[config.mk]
export PLATFORM = sky130hd
export DESIGN_NAME = ghm_seq
export DESIGN_NICKNAME = d
export VERILOG_FILES = /design/src/rtl/ghm_pkg.sv /design/src/rtl/ghm_seq.sv
export SDC_FILE = /design/constraint.sdc
export NUM_CORES = 1
export LEC_CHECK = 0
export BUFFER_PORTS_ARGS = -buffer_cell sky130_fd_sc_hd__buf_2
export CORE_AREA = 2 2 213 215
export DETAILED_ROUTE_END_ITERATION = 8
export DIE_AREA = 0 0 215 217
export PLACE_DENSITY = 0.56
export SYNTH_ARGS = -nofsm -noshare
export SYNTH_HDL_FRONTEND = slang
export SYNTH_SLANG_ARGS = --single-unit
[constraint.sdc]
create_clock -name clk -period 12.5 [get_ports clk]
set_clock_uncertainty 0.1 [all_clocks]
set_input_delay 0 -clock clk [delete_from_list [all_inputs] [get_ports clk]]
set_output_delay 0 -clock clk [all_outputs]
set_load 0.01 [all_outputs]
[src/rtl/ghm_pkg.sv]
`default_nettype none
package ghm_pkg;

  localparam int IDX_W  = 9;
  localparam int GEN_W  = 32;
  localparam int VAL_W  = 64;
  localparam int STAT_W = 2;

  localparam int SLOT_COUNT_DEF = 256;
  localparam int GEN_BITS_DEF   = 32;

  typedef enum logic [1:0] {
    FN_ALLOC   = 2'd0,
    FN_UPDATE  = 2'd1,
    FN_RESOLVE = 2'd2,
    FN_FREE    = 2'd3
  } ghm_func_t;

  typedef enum logic [STAT_W-1:0] {
    STAT_OK         = 2'd0,
    STAT_BAD_HANDLE = 2'd1,
    STAT_FULL       = 2'd2
  } ghm_status_t;

  typedef enum logic {
    ST_IDLE,
    ST_EXEC
  } ghm_state_t;

  typedef struct packed {
    logic val;
    logic gen;
    logic nxt;
  } ghm_wen_t;

endpackage
`default_nettype wire

[src/rtl/ghm_seq.sv]
`default_nettype none
module ghm_seq #(
  parameter int SLOT_COUNT = ghm_pkg::SLOT_COUNT_DEF,
  parameter int GEN_BITS   = ghm_pkg::GEN_BITS_DEF,
  localparam int ADDR_W    = $clog2(SLOT_COUNT),
  localparam int CNT_W     = $clog2(SLOT_COUNT + 1)
) (
  input  wire logic                       clk,
  input  wire logic                       rst_n,
  input  wire logic                       in_valid,
  output logic                            in_stall,
  input  wire logic [1:0]                 in_func,
  input  wire logic [ghm_pkg::IDX_W-1:0]  in_handle_index,
  input  wire logic [ghm_pkg::GEN_W-1:0]  in_handle_generation,
  input  wire logic [ghm_pkg::VAL_W-1:0]  in_pointer_value,
  output logic                            out_valid,
  input  wire logic                       out_stall,
  output logic [ghm_pkg::STAT_W-1:0]      out_status,
  output logic [ghm_pkg::IDX_W-1:0]       out_index,
  output logic [ghm_pkg::GEN_W-1:0]       out_generation,
  output logic [ghm_pkg::VAL_W-1:0]       out_value,
  output logic                            rd_en,
  output logic [ADDR_W-1:0]               rd_addr,
  input  wire logic [ghm_pkg::VAL_W-1:0]  rd_val,
  input  wire logic [GEN_BITS-1:0]        rd_gen,
  input  wire logic [CNT_W-1:0]           rd_nxt,
  output ghm_pkg::ghm_wen_t               wen,
  output logic [ADDR_W-1:0]               wr_addr,
  output logic [ghm_pkg::VAL_W-1:0]       wr_val,
  output logic [GEN_BITS-1:0]             wr_gen,
  output logic [CNT_W-1:0]                wr_nxt
);

  localparam int IW    = ghm_pkg::IDX_W;
  localparam int GW    = ghm_pkg::GEN_W;
  localparam int CMP_W = (CNT_W > IW) ? CNT_W : IW;

  ghm_pkg::ghm_state_t state_r, state_nxt;
  ghm_pkg::ghm_func_t  func_r;
  logic [IW-1:0]                 idx_r;
  logic [GW-1:0]                 hgen_r;
  logic [ghm_pkg::VAL_W-1:0]     pval_r;
  logic [CNT_W-1:0]              count_r, count_nxt;
  logic [CNT_W-1:0]              head_r, head_nxt;

  logic                          out_valid_r, out_valid_nxt;
  ghm_pkg::ghm_status_t          status_r, status_nxt;
  logic [IW-1:0]                 oidx_r, oidx_nxt;
  logic [GW-1:0]                 ogen_r, ogen_nxt;
  logic [ghm_pkg::VAL_W-1:0]     oval_r, oval_nxt;

  logic accept;
  logic go;
  logic head_ok;
  logic handle_ok;
  ghm_pkg::ghm_wen_t wen_raw;

  assign in_stall = (state_r != ghm_pkg::ST_IDLE);
  assign accept   = in_valid && !in_stall;
  assign head_ok  = (head_r != '0) && (head_r <= count_r);

  assign rd_en   = accept;
  assign rd_addr = (ghm_pkg::ghm_func_t'(in_func) == ghm_pkg::FN_ALLOC) ?
                   ADDR_W'(head_r - CNT_W'(1)) :
                   ADDR_W'(in_handle_index - IW'(1));

  assign handle_ok = (idx_r != '0) && (CMP_W'(idx_r) <= CMP_W'(count_r)) &&
                     (GW'(rd_gen) == hgen_r);

  assign go = (state_r == ghm_pkg::ST_EXEC) && !(out_valid_r && out_stall);

  always_comb begin
    state_nxt  = state_r;
    count_nxt  = count_r;
    head_nxt   = head_r;
    status_nxt = ghm_pkg::STAT_OK;
    oidx_nxt   = '0;
    ogen_nxt   = '0;
    oval_nxt   = '0;
    wen_raw    = '0;
    wr_addr    = ADDR_W'(idx_r - IW'(1));
    wr_val     = pval_r;
    wr_gen     = '0;
    wr_nxt     = '0;
    out_valid_nxt = out_valid_r && out_stall;

    unique case (func_r)
      ghm_pkg::FN_ALLOC: begin
        if (head_ok) begin
          wr_addr     = ADDR_W'(head_r - CNT_W'(1));
          wen_raw.val = 1'b1;
          oidx_nxt    = IW'(head_r);
          ogen_nxt    = GW'(rd_gen);
          head_nxt    = rd_nxt;
        end else if (count_r < CNT_W'(SLOT_COUNT)) begin
          wr_addr   = ADDR_W'(count_r);
          wen_raw   = '{val: 1'b1, gen: 1'b1, nxt: 1'b1};
          count_nxt = count_r + CNT_W'(1);
          oidx_nxt  = IW'(count_r + CNT_W'(1));
        end else begin
          status_nxt = ghm_pkg::STAT_FULL;
        end
      end
      ghm_pkg::FN_UPDATE: begin
        if (handle_ok) begin
          wen_raw.val = 1'b1;
        end else begin
          status_nxt = ghm_pkg::STAT_BAD_HANDLE;
        end
      end
      ghm_pkg::FN_RESOLVE: begin
        if (handle_ok) begin
          oval_nxt = rd_val;
        end else begin
          status_nxt = ghm_pkg::STAT_BAD_HANDLE;
        end
      end
      ghm_pkg::FN_FREE: begin
        if (handle_ok) begin
          wen_raw  = '{val: 1'b1, gen: 1'b1, nxt: 1'b1};
          wr_val   = '0;
          wr_gen   = rd_gen + GEN_BITS'(1);
          wr_nxt   = head_r;
          head_nxt = CNT_W'(idx_r);
        end else begin
          status_nxt = ghm_pkg::STAT_BAD_HANDLE;
        end
      end
      default: begin
        status_nxt = ghm_pkg::STAT_BAD_HANDLE;
      end
    endcase

    unique case (state_r)
      ghm_pkg::ST_IDLE: begin
        if (accept) begin
          state_nxt = ghm_pkg::ST_EXEC;
        end
      end
      ghm_pkg::ST_EXEC: begin
        if (go) begin
          state_nxt     = ghm_pkg::ST_IDLE;
          out_valid_nxt = 1'b1;
        end
      end
      default: begin
        state_nxt = ghm_pkg::ST_IDLE;
      end
    endcase

    if (!go) begin
      count_nxt = count_r;
      head_nxt  = head_r;
      wen_raw   = '0;
    end
  end

  assign wen = wen_raw;

  always_ff @(posedge clk) begin
    if (!rst_n) begin
      state_r     <= ghm_pkg::ST_IDLE;
      count_r     <= '0;
      head_r      <= '0;
      out_valid_r <= 1'b0;
    end else begin
      state_r     <= state_nxt;
      count_r     <= count_nxt;
      head_r      <= head_nxt;
      out_valid_r <= out_valid_nxt;
    end
  end

  always_ff @(posedge clk) begin
    if (accept) begin
      func_r <= ghm_pkg::ghm_func_t'(in_func);
      idx_r  <= in_handle_index;
      hgen_r <= in_handle_generation;
      pval_r <= in_pointer_value;
    end
    if (go) begin
      status_r <= status_nxt;
      oidx_r   <= oidx_nxt;
      ogen_r   <= ogen_nxt;
      oval_r   <= oval_nxt;
    end
  end

  assign out_valid      = out_valid_r;
  assign out_status     = status_r;
  assign out_index      = oidx_r;
  assign out_generation = ogen_r;
  assign out_value      = oval_r;

endmodule
`default_nettype wire

### Yosys cells after proc, flatten, opt, wreduce, memory -nomap -nowiden

Index checks and enable logic that the tools add are counted.
W data, S select, Z words.

| storage, ports and cells | value |
|---|---|
| register bits after elaboration | 234 |
| bits in latches | 0 |
| bits in writable memories | 0 |
| ROM bits | 0 |
| input bits | 216 |
| output and inout bits | 234 |
| memories | 0 |

| cells by class | value |
|---|---|
| add/sub/neg operators | 5 |
| $mul | 0 |
| div/mod/pow operators | 0 |
| magnitude comparators | 3 |
| equality and inequality tests | 6 |
| shifts and indexed selects | 0 |
| mux-type cells | 32 |
| bitwise gates (word level) | 2 |
| reductions and logical operators | 18 |

Operators by type and width:

| operator | number |
|---|---|
| $mux W64 | 2 |
| $mux W32 | 2 |
| $mux W9 | 6 |
| $add A32 B1 Y32 const B | 1 |
| $eq A32 B32 Y1 | 1 |
| $mux W8 | 4 |
| $sub A8 B1 Y8 const B | 3 |
| $le A9 B9 Y1 | 2 |
| $pmux W9 S2 | 1 |
| $reduce_bool A9 Y1 | 2 |
| $add A9 B1 Y9 const B | 1 |
| $lt A9 B9 Y1 const B | 1 |
| $mux W3 | 3 |
| $pmux W2 S2 | 2 |
| $reduce_and A4 Y1 | 2 |
| $mux W1 | 7 |
| $logic_and A1 B1 Y1 | 6 |
| $mux W2 | 3 |
| $eq A2 B2 Y1 const B | 2 |
| $logic_not A2 Y1 | 2 |
| $ne A2 B2 Y1 const B | 2 |
| $reduce_and A2 Y1 | 2 |
| $pmux W1 S3 | 1 |
| $reduce_or A3 Y1 | 1 |
| 5 further kinds | 7 |

### Depth between registers and ports, before layout

| depth | value |
|---|---|
| depth in word-level cells | 6 |
| depth in mapped cells | 11 |
| gate-level depth less buffers | 9 |

### Worst setup path before layout

Ideal clock, no wire load.

| path | value |
|---|---|
| kind | register to register |
| from | register state_r (netlist: in_stall) |
| to | register head_r[7] |
| library setup time | 0.127 ns |
| arrival time | 9.815 ns |
| data required time | 12.273 ns |
| slack | 2.459 ns |
| stages on the path, launching flop included | 6 |
| path buffers | 0 |
| clock period less this slack | 10.041 ns |
| path through | dfxtp_1 a21boi_0 nand2b_1 a211o_1 o21ai_0 a211oi_2 |

| on the way | value |
|---|---|
| cells in the longest elaborated chain, start to end | 2 |

Ends and longest elaborated chain:

| item | line | RTL |
|---|---|---|
| start, declared | ghm_seq.sv:38 | `ghm_pkg::ghm_state_t state_r, state_nxt;` |
| start signal, assigned | ghm_seq.sv:162 | `state_r <= ghm_pkg::ST_IDLE;` |
| start signal, assigned | ghm_seq.sv:167 | `state_r <= state_nxt;` |
| $logic_and A1 B1 Y1 | ghm_seq.sv:70 | `assign go = (state_r == ghm_pkg::ST_EXEC) && !(out_valid_r && out_stall);` |
| named net go | ghm_seq.sv:53 | `logic go;` |
| $reduce_and A4 Y1 (no line) | n/a |  |
| end signal, assigned | ghm_seq.sv:169 | `head_r <= head_nxt;` |
| end, declared | ghm_seq.sv:44 | `logic [CNT_W-1:0] head_r, head_nxt;` |

The timed path passes the listed nets, and every way through them passes these cells.
A chain may end at the register's enable or synchronous reset.

==> run metrics <==
setup TNS 0 ns; fin worst setup slack 8.64 ns; setup violators final 0; DIE WIDTH between 200 and 250 µm; H-Tree Depth 1; mean post-synth cell area around 12 µm²; Top Ports 450; DRC errors left 0; reg-to-reg slack, setup 8.88 ns; relative max-transition margin 0.209; Worst Hold Class in2reg; fin crit share 0.309; routed vias/inst 4.47; Total GRT Usage 0.163; via count 9716; VDD IR max approximately 0.00011 V; number of placement rows between 70 and 80; Core Util, Final 0.383; Die Y 217 µm; CP max stage cell and3_4; EDFF count, synth around 210; post-place setup slack roughly 9.2 ns; Pwr per Cell Area about 130 mW/mm²; DR pass1 iterations 5; minimum clock period after layout a little under 4 ns; FMAX roughly 260 MHz; initial antenna violation count 2; ys flop type edfxtp_1; placed cell areas between 0.01 and 0.015 mm²; Starting Density 0.246; Synth Instances between 800 and 900; drt total wl between 30 and 40 mm; Min-Delay Endpoint pval_r[30]; RSZ-0062 raised after global routing no; worst-path cell chain inv_1, ha_1, nand3_1, o32ai_1, and3_4, o21ai_0, a21oi_1, buf_2; Syn Std Cell Area 0.0110 mm²; total CTS buffers 29; Die Area 0.0467 mm²; net count after synthesis roughly 1100; simple-gate share of the synthesized area 0.195; CTS tree built; Synth cell types 52; PortBufs 449; Worst Hold Depth 2; Clock Latency Late Sink between 0.5 and 0.6 ns; Area Overhead vs Synth 55.8%; max-cap viol count 0; Setup crit start kind register; xor and xnor fraction of the mapped netlist area 0.0702; final antenna-violating net count 0; sequential area share after synthesis 0.621; Sinks on Clock Net 234; CORE AREA between 0.04 and 0.05 mm²; R2R depth 10; CTS Buffer Depth 3; Compound-Gate Fraction of Synth Area 0.0490; final count of hold timing violations 0; CTS clk-pin slew, worst paths 0.06 ns; first-pass GRT wire length roughly 60 mm; Initial DRC Count 673; status finished, final reports clean; layout cells sized above 1 0.334; global route total overflow 0; synth warn 0; Max Slew Vio Count 0; largest family of logic cells by synthesized area simple AND/OR/NAND/NOR gates; CP Data Arrival Time approximately 3.8 ns; CP delay by family, top compound AO/OA/AOI/OAI gates; Static Leakage between 7 and 8 nW; worst path bufs/invs 2; ys async rst share 0; adder-cell share of the synthesized area 0.0319; # hold bufs at CTS ~230; crit path capture type output port; HPWL after detailed placement 27.1 mm; largest net degree at the start of global routing around 120; Nets roughly 1800; DR WL/cell approximately 18 µm; Seq cells post-synth 234; Slew @ Worst Pin ~1.2 ns; routability cong. around 0.9; vias in the first global route a little under 10000; number of setup buffers added after CTS 0; CTS-repair resized insts 0; CP required 12.40 ns; Critical Path Max Stage Delay ~0.7 ns; Root Buffer clkbuf_16; worst reg2reg path endpoint head_r[0]; Worst R2R Start count_r[8]; mux cell area share after synthesis 0.00182; Fillers approximately 4300; Finished Cell Area around 0.017 mm²; Setup Crit Path Kind reg2out; Hold Path Origin in_pointer_value[30]; largest fanout on the critical path 67
report_power, final:
part / switching [mW] / internal [mW] / leakage [nW] / total [mW]
clock: 0.349 / 0.530 / 0.473 / 0.880
combinational: 0.193 / 0.153 / 4.54 / 0.346
sequential: 0.0208 / 0.910 / 2.19 / 0.931
synth_stat cells (all sizes together), types with 6 or more instances:
library cell / n / area share
nand2: 36 / 0.012
nand3: 30 / 0.014
xnor2: 46 / 0.037
clkbuf: 29 / 0.010
ha: 28 / 0.032
nor4: 20 / 0.018
nand4: 11 / 0.0068
a21oi: 27 / 0.012
a211oi: 10 / 0.0073
xor2: 42 / 0.033
dfxtp: 20 / 0.036
a22oi: 6 / 0.0041
and2: 72 / 0.041
edfxtp: 214 / 0.58
inv: 27 / 0.0092
o21ai: 26 / 0.013
nor2b: 9 / 0.0051
and3: 107 / 0.061
nor3: 13 / 0.0064
nor2: 62 / 0.021
buf: 20 / 0.011
area by class of cell:
type | count | area, µm² | area share
antenna | 2 | 5.00 | 0.000292
inverter | 27 | 101 | 0.00592
tap | 600 | 751 | 0.0439
timing repair buffer | 685 | 4590 | 0.268
multi-input combinational | 574 | 3850 | 0.225
clock buffer | 33 | 741 | 0.0433
clock inverter | 20 | 250 | 0.0146
sequential | 234 | 6830 | 0.399
routing by layer:
metal / routed length [µm] / global-route usage
met4: 1150 / 0.0462
met3: 3250 / 0.0421
met1: 17000 / 0.214
met2: 18300 / 0.267
met5: 0 / 0
placed cells by master (no fill, tap or decap), types with 2 or more instances in the layout:
| master | n |
|---|---|
| a211oi_1 | 9 |
| a21o_1 | 2 |
| a21oi_1 | 27 |
| a22oi_1 | 6 |
| and2_1 | 72 |
| and3_1 | 106 |
| and4_1 | 3 |
| buf_2 | 449 |
| buf_4 | 9 |
| bufinv_16 | 5 |
| clkbuf_1 | 4 |
| clkbuf_16 | 29 |
| clkinv_1 | 4 |
| clkinv_2 | 2 |
| clkinv_4 | 4 |
| clkinvlp_4 | 3 |
| dfxtp_1 | 20 |
| diode_2 | 2 |
| dlygate4sd3_1 | 227 |
| edfxtp_1 | 214 |
| ha_1 | 27 |
| inv_1 | 27 |
| inv_6 | 2 |
| mux2i_1 | 2 |
| nand2_1 | 36 |
| nand2b_1 | 2 |
| nand3_1 | 30 |
| nand4_1 | 10 |
| nor2_1 | 61 |
| nor2b_1 | 8 |
| nor3_1 | 12 |
| nor4_1 | 9 |
| nor4_2 | 10 |
| o211ai_1 | 2 |
| o21a_1 | 2 |
| o21ai_0 | 23 |
| o31ai_1 | 2 |
| or3_1 | 3 |
| xnor2_1 | 46 |
| xor2_1 | 42 |
worst max-delay path by stage:
stage                    start   endpoint  slack (ns)  cells after the start
floorplan             in_stall  head_r[7]        2.46                      5
global placement     hgen_r[0]     wen[1]        9.23                      8
detailed placement    idx_r[0]     wen[1]        9.20                     10
CTS                 count_r[8]     wen[1]        8.59                      9
global route        count_r[8]     wen[1]        8.43                      9
finish              count_r[8]     wen[2]        8.64                      8
metrics by stage:
| stage | power [mW] | hold slack [ns] | std cells |
|---|---|---|---|
| after global routing | 2.25 | 0.0283 | 2175 |
| final | 2.16 | 0.0464 | 2175 |
| after floorplan | 1.11 | -0.0525 | 884 |
| after detailed placement | 1.23 | 0.0781 | 1893 |
| after CTS | 2.18 | 0.00253 | 2173 |
| after global placement | 1.23 | 0.0763 | 1893 |
sequential cells by signal (all words and copies together), names as in the netlist, 2 cells and up:
signal and count:
pval_r 64, hgen_r 32, func_r 2, head_r 9, out_status 2, out_index 9, count_r 9, out_generation 32
out_value 64, idx_r 9
kinds of logic after synthesis:
group	Yosys count
AOI/OAI and AO/OA	84
xor gates and xnor gates	88
adders and majority gates	28
buffers and inverters	76
DFF	234
muxes	2
and+or+nand+nor	372
(Power assumes the default switching activity.)
